[src/rtl/srmf_pkg.sv]
// Shared constants, codes and control types of the least-squares regression block.
`default_nettype none

package srmf_pkg;

	localparam int MAX_ROWS_DEF    = 65536;
	localparam int SAMPLE_BITS_DEF = 12;
	localparam int FRAC_BITS_DEF   = 16;

	localparam int OUT_W  = 48;
	localparam int SE_W   = 47;
	localparam int DF_W   = 16;
	localparam int RK_W   = 17;
	localparam int STAT_W = 2;

	localparam logic [STAT_W-1:0] ST_OK   = 2'd0;
	localparam logic [STAT_W-1:0] ST_FEW  = 2'd1;
	localparam logic [STAT_W-1:0] ST_SING = 2'd2;

	localparam int OP_W = 3;
	localparam logic [OP_W-1:0] OP_MUL   = 3'd0;
	localparam logic [OP_W-1:0] OP_SUB   = 3'd1;
	localparam logic [OP_W-1:0] OP_SUBC  = 3'd2;
	localparam logic [OP_W-1:0] OP_DIVF  = 3'd3;
	localparam logic [OP_W-1:0] OP_DIV2F = 3'd4;
	localparam logic [OP_W-1:0] OP_SQRT  = 3'd5;

	// Operand codes: scratch memory entries, result registers, accumulator views.
	localparam int CODE_W = 5;
	localparam logic [CODE_W-1:0] R_T0    = 5'd0;
	localparam logic [CODE_W-1:0] R_T1    = 5'd1;
	localparam logic [CODE_W-1:0] R_DXX   = 5'd2;
	localparam logic [CODE_W-1:0] R_DXY   = 5'd3;
	localparam logic [CODE_W-1:0] R_DYY   = 5'd4;
	localparam logic [CODE_W-1:0] R_E     = 5'd5;
	localparam logic [CODE_W-1:0] R_ANUM  = 5'd6;
	localparam logic [CODE_W-1:0] R_DENB  = 5'd7;
	localparam logic [CODE_W-1:0] R_DENA  = 5'd8;
	localparam logic [CODE_W-1:0] R_B     = 5'd9;
	localparam logic [CODE_W-1:0] R_A     = 5'd10;
	localparam logic [CODE_W-1:0] R_SEB   = 5'd11;
	localparam logic [CODE_W-1:0] R_SEA   = 5'd12;
	localparam logic [CODE_W-1:0] C_N     = 5'd16;
	localparam logic [CODE_W-1:0] C_NM2   = 5'd17;
	localparam logic [CODE_W-1:0] C_SX    = 5'd18;
	localparam logic [CODE_W-1:0] C_SY    = 5'd19;
	localparam logic [CODE_W-1:0] C_SXX   = 5'd20;
	localparam logic [CODE_W-1:0] C_SYY   = 5'd21;
	localparam logic [CODE_W-1:0] C_SXY   = 5'd22;

	typedef struct packed {
		logic                acc_en;
		logic                start;
		logic [OP_W-1:0]     op;
		logic [CODE_W-1:0]   src_a;
		logic [CODE_W-1:0]   src_b;
		logic [CODE_W-1:0]   dst;
		logic                load_out;
		logic [STAT_W-1:0]   status;
	} ctl_t;

	typedef struct packed {
		logic done;
		logic dxx_pos;
		logic few_rows;
	} sts_t;

endpackage

`default_nettype wire

[src/rtl/srmf_ctrl.sv]
// Controller: request handshakes and the microprogram that sequences the fit.
`default_nettype none

module srmf_ctrl (
	input  logic           clk,
	input  logic           arst_n,
	input  logic           in_valid,
	input  logic           last_row,
	output logic           in_stall,
	output logic           out_valid,
	input  logic           out_stall,
	input  srmf_pkg::sts_t sts,
	output srmf_pkg::ctl_t ctl
);
	import srmf_pkg::*;

	typedef struct packed {
		logic [OP_W-1:0]   op;
		logic [CODE_W-1:0] a;
		logic [CODE_W-1:0] b;
		logic [CODE_W-1:0] dst;
	} step_t;

	localparam int NSTEP      = 25;
	localparam int PC_W       = $clog2(NSTEP);
	localparam int CHECK_STEP = 2;
	localparam int LAST_STEP  = NSTEP - 1;

	localparam logic [2:0] S_IDLE  = 3'd0;
	localparam logic [2:0] S_START = 3'd1;
	localparam logic [2:0] S_ISSUE = 3'd2;
	localparam logic [2:0] S_WAIT  = 3'd3;
	localparam logic [2:0] S_DONE  = 3'd4;

	logic [2:0]        state_q;
	logic [PC_W-1:0]   pc_q;
	logic [STAT_W-1:0] status_q;
	logic              out_valid_q;
	logic              accept;
	logic              out_free;
	step_t             cur;

	function automatic step_t step_rom(input logic [PC_W-1:0] pc);
		step_t s;
		s = '{op: OP_MUL, a: C_N, b: C_N, dst: R_T0};
		case (pc)
			5'd0:  s = '{op: OP_MUL,   a: C_N,    b: C_SXX,  dst: R_T0};
			5'd1:  s = '{op: OP_MUL,   a: C_SX,   b: C_SX,   dst: R_T1};
			5'd2:  s = '{op: OP_SUB,   a: R_T0,   b: R_T1,   dst: R_DXX};
			5'd3:  s = '{op: OP_MUL,   a: C_N,    b: C_SXY,  dst: R_T0};
			5'd4:  s = '{op: OP_MUL,   a: C_SX,   b: C_SY,   dst: R_T1};
			5'd5:  s = '{op: OP_SUB,   a: R_T0,   b: R_T1,   dst: R_DXY};
			5'd6:  s = '{op: OP_MUL,   a: C_N,    b: C_SYY,  dst: R_T0};
			5'd7:  s = '{op: OP_MUL,   a: C_SY,   b: C_SY,   dst: R_T1};
			5'd8:  s = '{op: OP_SUB,   a: R_T0,   b: R_T1,   dst: R_DYY};
			5'd9:  s = '{op: OP_MUL,   a: R_DYY,  b: R_DXX,  dst: R_T0};
			5'd10: s = '{op: OP_MUL,   a: R_DXY,  b: R_DXY,  dst: R_T1};
			5'd11: s = '{op: OP_SUBC,  a: R_T0,   b: R_T1,   dst: R_E};
			5'd12: s = '{op: OP_MUL,   a: C_SXX,  b: C_SY,   dst: R_T0};
			5'd13: s = '{op: OP_MUL,   a: C_SX,   b: C_SXY,  dst: R_T1};
			5'd14: s = '{op: OP_SUB,   a: R_T0,   b: R_T1,   dst: R_ANUM};
			5'd15: s = '{op: OP_DIVF,  a: R_DXY,  b: R_DXX,  dst: R_B};
			5'd16: s = '{op: OP_DIVF,  a: R_ANUM, b: R_DXX,  dst: R_A};
			5'd17: s = '{op: OP_MUL,   a: R_DXX,  b: R_DXX,  dst: R_T0};
			5'd18: s = '{op: OP_MUL,   a: R_T0,   b: C_NM2,  dst: R_DENB};
			5'd19: s = '{op: OP_MUL,   a: R_DENB, b: C_N,    dst: R_DENA};
			5'd20: s = '{op: OP_DIV2F, a: R_E,    b: R_DENB, dst: R_T0};
			5'd21: s = '{op: OP_SQRT,  a: R_T0,   b: C_N,    dst: R_SEB};
			5'd22: s = '{op: OP_MUL,   a: R_E,    b: C_SXX,  dst: R_T1};
			5'd23: s = '{op: OP_DIV2F, a: R_T1,   b: R_DENA, dst: R_T0};
			5'd24: s = '{op: OP_SQRT,  a: R_T0,   b: C_N,    dst: R_SEA};
			default: s = '{op: OP_MUL, a: C_N, b: C_N, dst: R_T0};
		endcase
		return s;
	endfunction

	assign in_stall  = (state_q != S_IDLE);
	assign out_valid = out_valid_q;
	assign accept    = in_valid && !in_stall;
	assign out_free  = !out_valid_q || !out_stall;
	assign cur       = step_rom(pc_q);

	always_comb begin
		ctl          = '0;
		ctl.acc_en   = accept;
		ctl.start    = (state_q == S_ISSUE);
		ctl.op       = cur.op;
		ctl.src_a    = cur.a;
		ctl.src_b    = cur.b;
		ctl.dst      = cur.dst;
		ctl.load_out = (state_q == S_DONE) && out_free;
		ctl.status   = status_q;
	end

	always_ff @(posedge clk or negedge arst_n) begin
		if (!arst_n) begin
			state_q     <= S_IDLE;
			pc_q        <= '0;
			status_q    <= ST_OK;
			out_valid_q <= 1'b0;
		end else begin
			if (ctl.load_out) begin
				out_valid_q <= 1'b1;
			end else if (!out_stall) begin
				out_valid_q <= 1'b0;
			end
			case (state_q)
				S_IDLE: begin
					if (accept && last_row) state_q <= S_START;
				end
				S_START: begin
					if (sts.few_rows) begin
						status_q <= ST_FEW;
						state_q  <= S_DONE;
					end else begin
						pc_q    <= '0;
						state_q <= S_ISSUE;
					end
				end
				S_ISSUE: state_q <= S_WAIT;
				S_WAIT: begin
					if (sts.done) begin
						if (pc_q == PC_W'(CHECK_STEP) && !sts.dxx_pos) begin
							status_q <= ST_SING;
							state_q  <= S_DONE;
						end else if (pc_q == PC_W'(LAST_STEP)) begin
							status_q <= ST_OK;
							state_q  <= S_DONE;
						end else begin
							pc_q    <= pc_q + PC_W'(1);
							state_q <= S_ISSUE;
						end
					end
				end
				S_DONE: begin
					if (out_free) state_q <= S_IDLE;
				end
				default: state_q <= S_IDLE;
			endcase
		end
	end

endmodule

`default_nettype wire

[config.mk]
export PLATFORM = sky130hd
export DESIGN_NAME = srmf_ctrl
export DESIGN_NICKNAME = d
export VERILOG_FILES = /design/src/rtl/srmf_pkg.sv /design/src/rtl/srmf_ctrl.sv
export SDC_FILE = /design/constraint.sdc
export NUM_CORES = 1
export LEC_CHECK = 0
export BUFFER_PORTS_ARGS = -buffer_cell sky130_fd_sc_hd__buf_2
export CORE_AREA = 2 2 55 57
export DETAILED_ROUTE_END_ITERATION = 10
export DIE_AREA = 0 0 57 59
export PLACE_DENSITY_LB_ADDON = 0.2
export SKIP_CTS_REPAIR_TIMING = 1
export SYNTH_ARGS = -nofsm -noshare
export SYNTH_HDL_FRONTEND = slang
export SYNTH_SLANG_ARGS = --single-unit
[constraint.sdc]
create_clock -name clk -period 2.22 [get_ports clk]
set_input_delay 0.555 -clock clk [delete_from_list [all_inputs] [get_ports clk]]
set_output_delay 0.555 -clock clk [all_outputs]
set_load 0.03 [all_outputs]
Yosys cells after proc, flatten, opt, wreduce, memory -nomap -nowiden:

Memories as Yosys holds them, arrays and structs flattened.
Index checks and enable logic that the tools add are counted.
W data, S select, Z words.

* eq/ne operators: 15
* reduce and logical (&&, ||, !) cells: 15
* add/sub/neg operators: 1
* muxes and demuxes: 19

Operators with widths (count)
* $mux W5: 4
* $mux W3: 6
* $pmux W3 S5: 1
* $ne A2 B2 Y1 const B: 7
* $pmux W5 S2: 1
* $mux W2: 4
* $eq A3 B2 Y1 const B: 2
* $add A5 B1 Y5 const B: 1
* $eq A5 B2 Y1 const B: 1
* $eq A5 B5 Y1 const B: 1
* $reduce_and A5 Y1: 1
* $logic_and A1 B1 Y1: 4
* $logic_not A1 Y1: 4
* $pmux W2 S2: 1
* $reduce_and A4 Y1: 1
* $eq A3 B1 Y1 const B: 1
* $eq A3 B3 Y1 const B: 1
* $logic_not A3 Y1: 1
* $ne A3 B3 Y1 const B: 1
* $reduce_and A3 Y1: 1
* $reduce_bool A3 Y1: 1
* $mux W1: 2
* $ne A2 B1 Y1 const B: 1
* $reduce_bool A2 Y1: 1
* $logic_or A1 B1 Y1: 1

* input port bits: 8
* memories kept: 1
* output and inout bits: 25
* flip-flop bits (word level): 11
* logic and storage cells: 55
* bits in read-only memories: 512

Memory list
* (name not given): depth 32, bits a word 16, read ports 1, clocked after Yosys merged registers in 0, wr ports 0, line srmf_ctrl.sv:46 `case (pc)`

Depth between registers and ports, before layout:

Gate-level depths: netlist (run 1).

* depth in word-level cells: 6
* depth in mapped cells: 7
* depth with buffers taken out: 6

Worst setup path after synthesis (run 1):

No wires, ideal clock.

* kind: register to output
* start point: reg pc_q[1]
* end point: out ctl[10] (netlist bit)
* setup slack: -380 ps
* arrival time: 2045 ps
* path buffers: 1
* stages on the path, launching flop included: 5
* cells stage by stage: dfrtp_1 -> clkbuf_1 -> inv_1 -> ha_1 -> o41ai_1

RTL lines
* from (decl): line srmf_ctrl.sv:36 `logic [PC_W-1:0] pc_q;`
* from (signal assigned): line srmf_ctrl.sv:130 `pc_q <= pc_q + PC_W'(1);`
* to (decl): line srmf_ctrl.sv:13 `output srmf_pkg::ctl_t ctl`

==> impl_metrics.yaml, run 1 <==
clocking:
  cts_buffers: 3
  cts-root-buf: "clkbuf_4"
  numClockSinks: 11
  clock_path_buffers: 2
  clk-insertion-delay-late_ns: 0.27
  path_clk_slew_ns: 0.08
  cts_tree: "done"
  htreeDepth: 1
worst_setup_path:
  slowest_delay_ns: 0.44
  crit_type: "flop to primary output"
  cp_max_fo: 4
  cp-start-kind: "flop"
  cp_common_cell: "buf_6"
  r2r_cells: 7
  r2r_slack_ns: 0.15
  worstPathRequired_ns: 1.66
  critPathCaptureType: "primary output"
  cp_cell_sequence: "buf_6, ha_4, inv_2, mux4_2, o21a_1, buf_6"
  arrival_ns: 1.80
  critPathSlowestCell: "mux4_2"
power:
  netSwitchingFraction_pct: 52.01
  power_density_mw_per_mm2: 1812
  power.leakage_nw: 0.7574
  pwr-share-seq_pct: 11.9
  switchingPower_mw: 1.681
  p_int_mw: 1.551
  clkPwrFrac_pct: 4.4
  ir_drop_mv: 1.433
  pwr-share-comb_pct: 83.7
yosys:
  synth_edf_count: 0
  synth_ff_type: "dfrtp_1"
  yosysUniqueCellTypes: 48
  yosysWarnings: 0
  synthTopCellsByArea: "dfrtp_1 23%, ha_1 7.3%, nor2_1 6.9%"
  yosysTopAreaCell: "dfrtp_1"
  synth_area_mm2: 0.001201
  syn_area_per_cell_um2: 7.280
  seq_area_frac_synth_pct: 22.92
  synth_top_area_share_pct: 22.92
  synth-seq-cells: 11
  syn_inst: 165
  ys_async_sr_fraction_pct: 100.0
global_route:
  grt_pass1_wl_um: 5306
  gr-total-overflow: 0
  grt_max_degree: 25
  antenna_found_initial: 0
  grt_pass1_vias: 1154
  grtUsageTotal_pct: 19.62
layout:
  multiInputGateArea_um2: 970.9
  antenna_cells: 0
  syn_to_final_growth_pct: 48.44
  drive_above_1_share_pct: 44.29
  final_nets: 226
  layout_common_cells: "24 x buf_4, 20 x nor2_1, 17 x buf_2"
  seqCellArea_um2: 277.8
  layout_commonest_cell: "buf_4"
  utilization_pct: 65.79
  nFillCells: 228
timing:
  rsz0062_at_grt: "yes"
  fmax_mhz: 424.3
  fin_skew_ns: 0.008602
  period_share_pct: 106.2
  hold_viol: 0
  drv_slew: 0
  min_period_ns: 2.357
  setup_tns_ns: -0.7463
  fin_ws_ns: -0.1369
  setup_viol: 11
detailed_routing:
  routed_wl_um: 3479
  route.detailed.drc: 0
  dr.pass1.iters: 4
  num_vias: 1337
  post_drt_wl_per_cell_um: 14.44
  antenna_left: 0
  drt_iter0_drc: 65
  viasPerCell: 5.548
floorplanning:
  die_w_um: 57
  io_pins: 33
  start_util_pct: 44.32
  core-area_mm2: 0.002710
  die_h_um: 59
  rows: 19
  dieArea_mm2: 0.003363
status:
  status: "complete, but fails checks"
  violations: "setup timing"
placement:
  dp_hpwl_um: 2492
  place_ws_ns: 0.04102
  port_buffers: 30
  place_congestion: 0.9206
job:
  drv_cap: 0
hold_path:
  hold_path_class: "input pin to asynchronous set/reset pin"
metrics by stage:
| step | cell area (um^2) | power (mW) | hold WS, ns | cells |
|---|---|---|---|---|
| 4_1_cts | 1519 | 2.616 | 0.1482 | 233 |
| 5_1_grt | 1783 | 3.448 | 0.1402 | 241 |
| 2_1_floorplan | 1241 | 1.829 | 0.2594 | 166 |
| 3_3_place_gp | 1493 | 2.433 | 0.4392 | 229 |
| 6_report | 1783 | 3.231 | 0.1408 | 241 |
| 3_5_place_dp | 1493 | 2.469 | 0.4454 | 229 |
layer usage:
metal	up-vias	track usage [%]	share of wire (%)
met2	43	35.47	52
met4	0	6.977	1.6
met1	620	25.03	43
met3	8	0.8734	3.7
li1	666	-	-
met5	-	0	0
synthesized netlist by cell type, types with 2 or more instances:
master    instances
a21oi_1          15
buf_1             2
buf_4             4
clkbuf_1          7
dfrtp_1          11
ha_1              7
inv_1             9
mux2i_1           6
nand2_1          18
nand2b_1          6
nand3_1           2
nor2_1           22
nor2b_1           2
nor3_1            6
o21ai_0          11
o22ai_1           4
or3_1             2
registers in the layout (all words and copies together) (netlist names):
| signal | flops |
|---|---|
| state_q | 3 |
| pc_q | 5 |
| status_q | 2 |
| out_valid | 1 |
final timing paths:
kind / start / endpoint
worst min register to register: status_q[0] / status_q[0]
min in group clk: status_q[0] / status_q[0]
worst max register to register: pc_q[1] / status_q[1]
worst max-delay path: pc_q[1] / ctl[3]
max in group asynchronous: arst_n / pc_q[3]
worst min-delay path: arst_n / state_q[2]
final cells by class:
type / instances / area share, %
timing repair buffer: 54 / 24.07
sequential: 11 / 15.58
multi-input combinational: 131 / 54.46
clock buffer: 4 / 1.474
tap: 31 / 2.175
inverter: 10 / 2.246
power groups by stage:
| stage | sequential (mW) | combinational [mW] | clock [mW] |
|---|---|---|---|
| after floorplan | 0.374 | 1.46 | 0 |
| after global placement | 0.369 | 2.06 | 0 |
| after detailed placement | 0.376 | 2.09 | 0 |
| after CTS | 0.372 | 2.10 | 0.143 |
| after global routing | 0.397 | 2.90 | 0.154 |
| final | 0.385 | 2.71 | 0.141 |
logic make-up (layout without fill, tap and decap cells):
logic type	after synthesis	after routing	synth area share, %
muxes	9	9	9.062
buffers and inverters	24	68	8.854
adders and majority gates	7	7	7.291
other	1	2	0.3122
and+or+nand+nor	65	65	25.83
DFF	11	11	22.92
AOI/OAI and AO/OA	48	48	25.73
worst max-delay path, delay by kind of cell (launching register included):
family | cells | cell delay [ns]
multiplexers | 1 | 0.44
flip-flops | 1 | 0.43
buffers and inverters | 3 | 0.32
AO/OA/AOI/OAI | 1 | 0.19
adder cells (fa/ha/maj) | 1 | 0.15
Power figures use the tool's default switching activity.
==> run 2: changes to the inputs <==
--- a/config.mk
+++ b/config.mk
@@ -5,10 +5,12 @@
 export SDC_FILE = /design/constraint.sdc
 export NUM_CORES = 1
 export LEC_CHECK = 0
+export ABC_AREA = 1
+export ABC_CLOCK_PERIOD_IN_PS = 2220
 export BUFFER_PORTS_ARGS = -buffer_cell sky130_fd_sc_hd__buf_2
-export CORE_AREA = 2 2 55 57
+export CORE_AREA = 2 2 56 58
 export DETAILED_ROUTE_END_ITERATION = 10
-export DIE_AREA = 0 0 57 59
+export DIE_AREA = 0 0 58 60
 export PLACE_DENSITY_LB_ADDON = 0.2
 export SKIP_CTS_REPAIR_TIMING = 1
 export SYNTH_ARGS = -nofsm -noshare
==> impl_metrics.yaml, run 2 <==
status:
  status: "finished clean"
placement:
  place_ws_ns: 0.1745
  port_buffers: 30
  place_congestion: 1.003
  dp_hpwl_um: 2527
yosys:
  ys_async_sr_fraction_pct: 100.0
  synthTopCellsByCount: "53 x nand2_1, 23 x inv_1, 23 x nand3_1"
  yosysTopAreaCell: "dfrtp_1"
  synth_most_common_cell: "nand2_1"
  yosysWarnings: 0
  synthTopCellsByArea: "dfrtp_1 22%, nand2_1 16%, nand3_1 9.4%"
  synth_edf_count: 0
  synth-seq-cells: 11
  synth_area_mm2: 0.001227
  yosysUniqueCellTypes: 27
  syn_inst: 194
  synth_top_area_share_pct: 22.43
  syn_area_per_cell_um2: 6.327
  synth_ff_type: "dfrtp_1"
  seq_area_frac_synth_pct: 22.43
power:
  power.leakage_nw: 0.8664
  power_density_mw_per_mm2: 658.3
  ir_drop_mv: 0.5449
detailed_routing:
  dr.pass1.iters: 5
  antenna_left: 0
  route.detailed.drc: 0
  num_vias: 1405
  viasPerCell: 5.243
  routed_wl_um: 3382
  post_drt_wl_per_cell_um: 12.62
  drt_iter0_drc: 105
timing:
  fin_ws_ns: 0.03310
  rsz0062_at_grt: "yes"
  fmax_mhz: 457.3
  setup_tns_ns: 0
  drv_slew: 0
  hold_viol: 0
  min_period_ns: 2.187
  setup_viol: 0
  fin_skew_ns: 0.004797
  period_share_pct: 98.51
worst_setup_path:
  r2r_cells: 10
  cp_max_fo: 6
  reg2reg_to: "status_q[1]"
  cp-start-kind: "flop"
  cp_top_family: "buffers and inverters"
  worstReg2RegStart: "pc_q[0]"
  slowest_delay_ns: 0.41
  critPathSlowestCell: "dfrtp_1"
  cp_cell_sequence: "buf_4, ha_4, ha_1, inv_2, o2111ai_1, buf_4"
  arrival_ns: 1.63
  cp_num_buf_inv: 3
  r2r_slack_ns: 0.70
  crit_type: "flop to primary output"
  critPathCaptureType: "primary output"
  cp_common_cell: "buf_4"
  worstPathRequired_ns: 1.66
global_route:
  grt_max_degree: 14
  antenna_found_initial: 0
  grt_pass1_wl_um: 5257
  grtUsageTotal_pct: 19.71
  grt_pass1_vias: 1210
  gr-total-overflow: 0
floorplanning:
  die_w_um: 58
  die_h_um: 60
  core-area_mm2: 0.002903
  rows: 20
  start_util_pct: 42.28
  dieArea_mm2: 0.003480
  io_pins: 33
layout:
  reg_top3: "pc_q (5), state_q (3), status_q (2)"
  layout_common_cells: "53 x nand2_1, 22 x nand3_1, 21 x nor2_1"
  drive_above_1_share_pct: 35.32
  antenna_cells: 0
  syn_to_final_growth_pct: 30.99
  largest_reg_flops: 5
  regMostFlops: "pc_q"
  final_nets: 251
  layout_commonest_cell: "nand2_1"
clocking:
  cts-root-buf: "clkbuf_4"
  cts_tree: "done"
  clock_path_buffers: 2
  numClockSinks: 11
  clk-insertion-delay-late_ns: 0.28
  htreeDepth: 1
  path_clk_slew_ns: 0.07
  cts_buffers: 3
job:
  drv_cap: 0
hold_path:
  hold_path_class: "input pin to asynchronous set/reset pin"
[run 2: cell count changes in the layout (fill, tap and decap cells not counted), moves of 6 or more]
cell,previous run,this run
inv_1,5,18
a21oi_1,12,1
nand3_1,2,22
inv_2,4,12
mux2i_1,6,0
buf_6,11,5
nand2_1,15,53
[run 2: worst register-to-register path, cell delays in order, from the launching register on]
cell and delay (ns):
dfrtp_1 0.40, inv_2 0.12, ha_4 0.18, inv_2 0.05, nor2_4 0.11, buf_4 0.12, nand3_1 0.07, nand3_2 0.10
nand3_1 0.14, nand2_1 0.09, nand2_1 0.05
[run 2: metrics by stage]
stage | instances | power (mW) | cell area [um^2] | hold slack [ns] | util (%)
2_1_floorplan | 195 | 0.7213 | 1231 | 0.2594 | -
3_3_place_gp | 258 | 0.8645 | 1415 | 0.4505 | 48.75
3_5_place_dp | 258 | 0.8669 | 1415 | 0.4469 | 48.75
4_1_cts | 262 | 1.013 | 1441 | 0.1391 | 49.66
5_1_grt | 268 | 1.156 | 1608 | 0.1494 | 55.39
6_report | 268 | 1.058 | 1608 | 0.1404 | 55.39
[run 2: layout make-up]
cell class | count | area (um^2)
well taps | 33 | 41.29
multi-input cells | 145 | 845.8
flip-flops and latches | 11 | 277.8
fillers | 299 | 1295
clock buffers | 4 | 26.28
inverters | 32 | 122.6
repair buffers | 43 | 294.0
[run 2: worst max path at each step]
stage               to  slack (ns)     from  depth (start not counted)
2_1_floorplan  ctl[20]        0.06  pc_q[0]                          3
3_3_place_gp    ctl[5]        0.13  pc_q[2]                          6
3_5_place_dp    ctl[5]        0.17  pc_q[2]                          6
4_1_cts         ctl[5]       -0.12  pc_q[2]                          6
5_1_grt        ctl[12]       -0.05  pc_q[0]                         10
6_report        ctl[6]        0.03  pc_q[1]                          6
[run 2: power breakdown]
group | switching, mW | internal, mW | leakage [nW]
Clock | 0.0709 | 0.0698 | 0.0150
Combinational | 0.432 | 0.201 | 0.707
Sequential | 0.0410 | 0.243 | 0.144
Total | 0.544 | 0.514 | 0.866
[run 2: logic make-up after synthesis]
| kind of cell | share of synthesized area [%] |
|---|---|
| simple gates | 44.95 |
| buf+inv | 14.68 |
| compound gates | 10.50 |
| flops | 22.43 |
| fa+ha+maj | 7.135 |
| other cells | 0.3055 |
[run 2: routing by layer]
| metal | wire length (um) | vias up | global-route usage (%) |
|---|---|---|---|
| met2 | 1643 | 70 | 32.79 |
| li1 | - | 698 | - |
| met1 | 1339 | 618 | 25.43 |
| met4 | 130 | 0 | 9.967 |
| met3 | 269 | 19 | 1.948 |
| met5 | 0 | - | 0 |
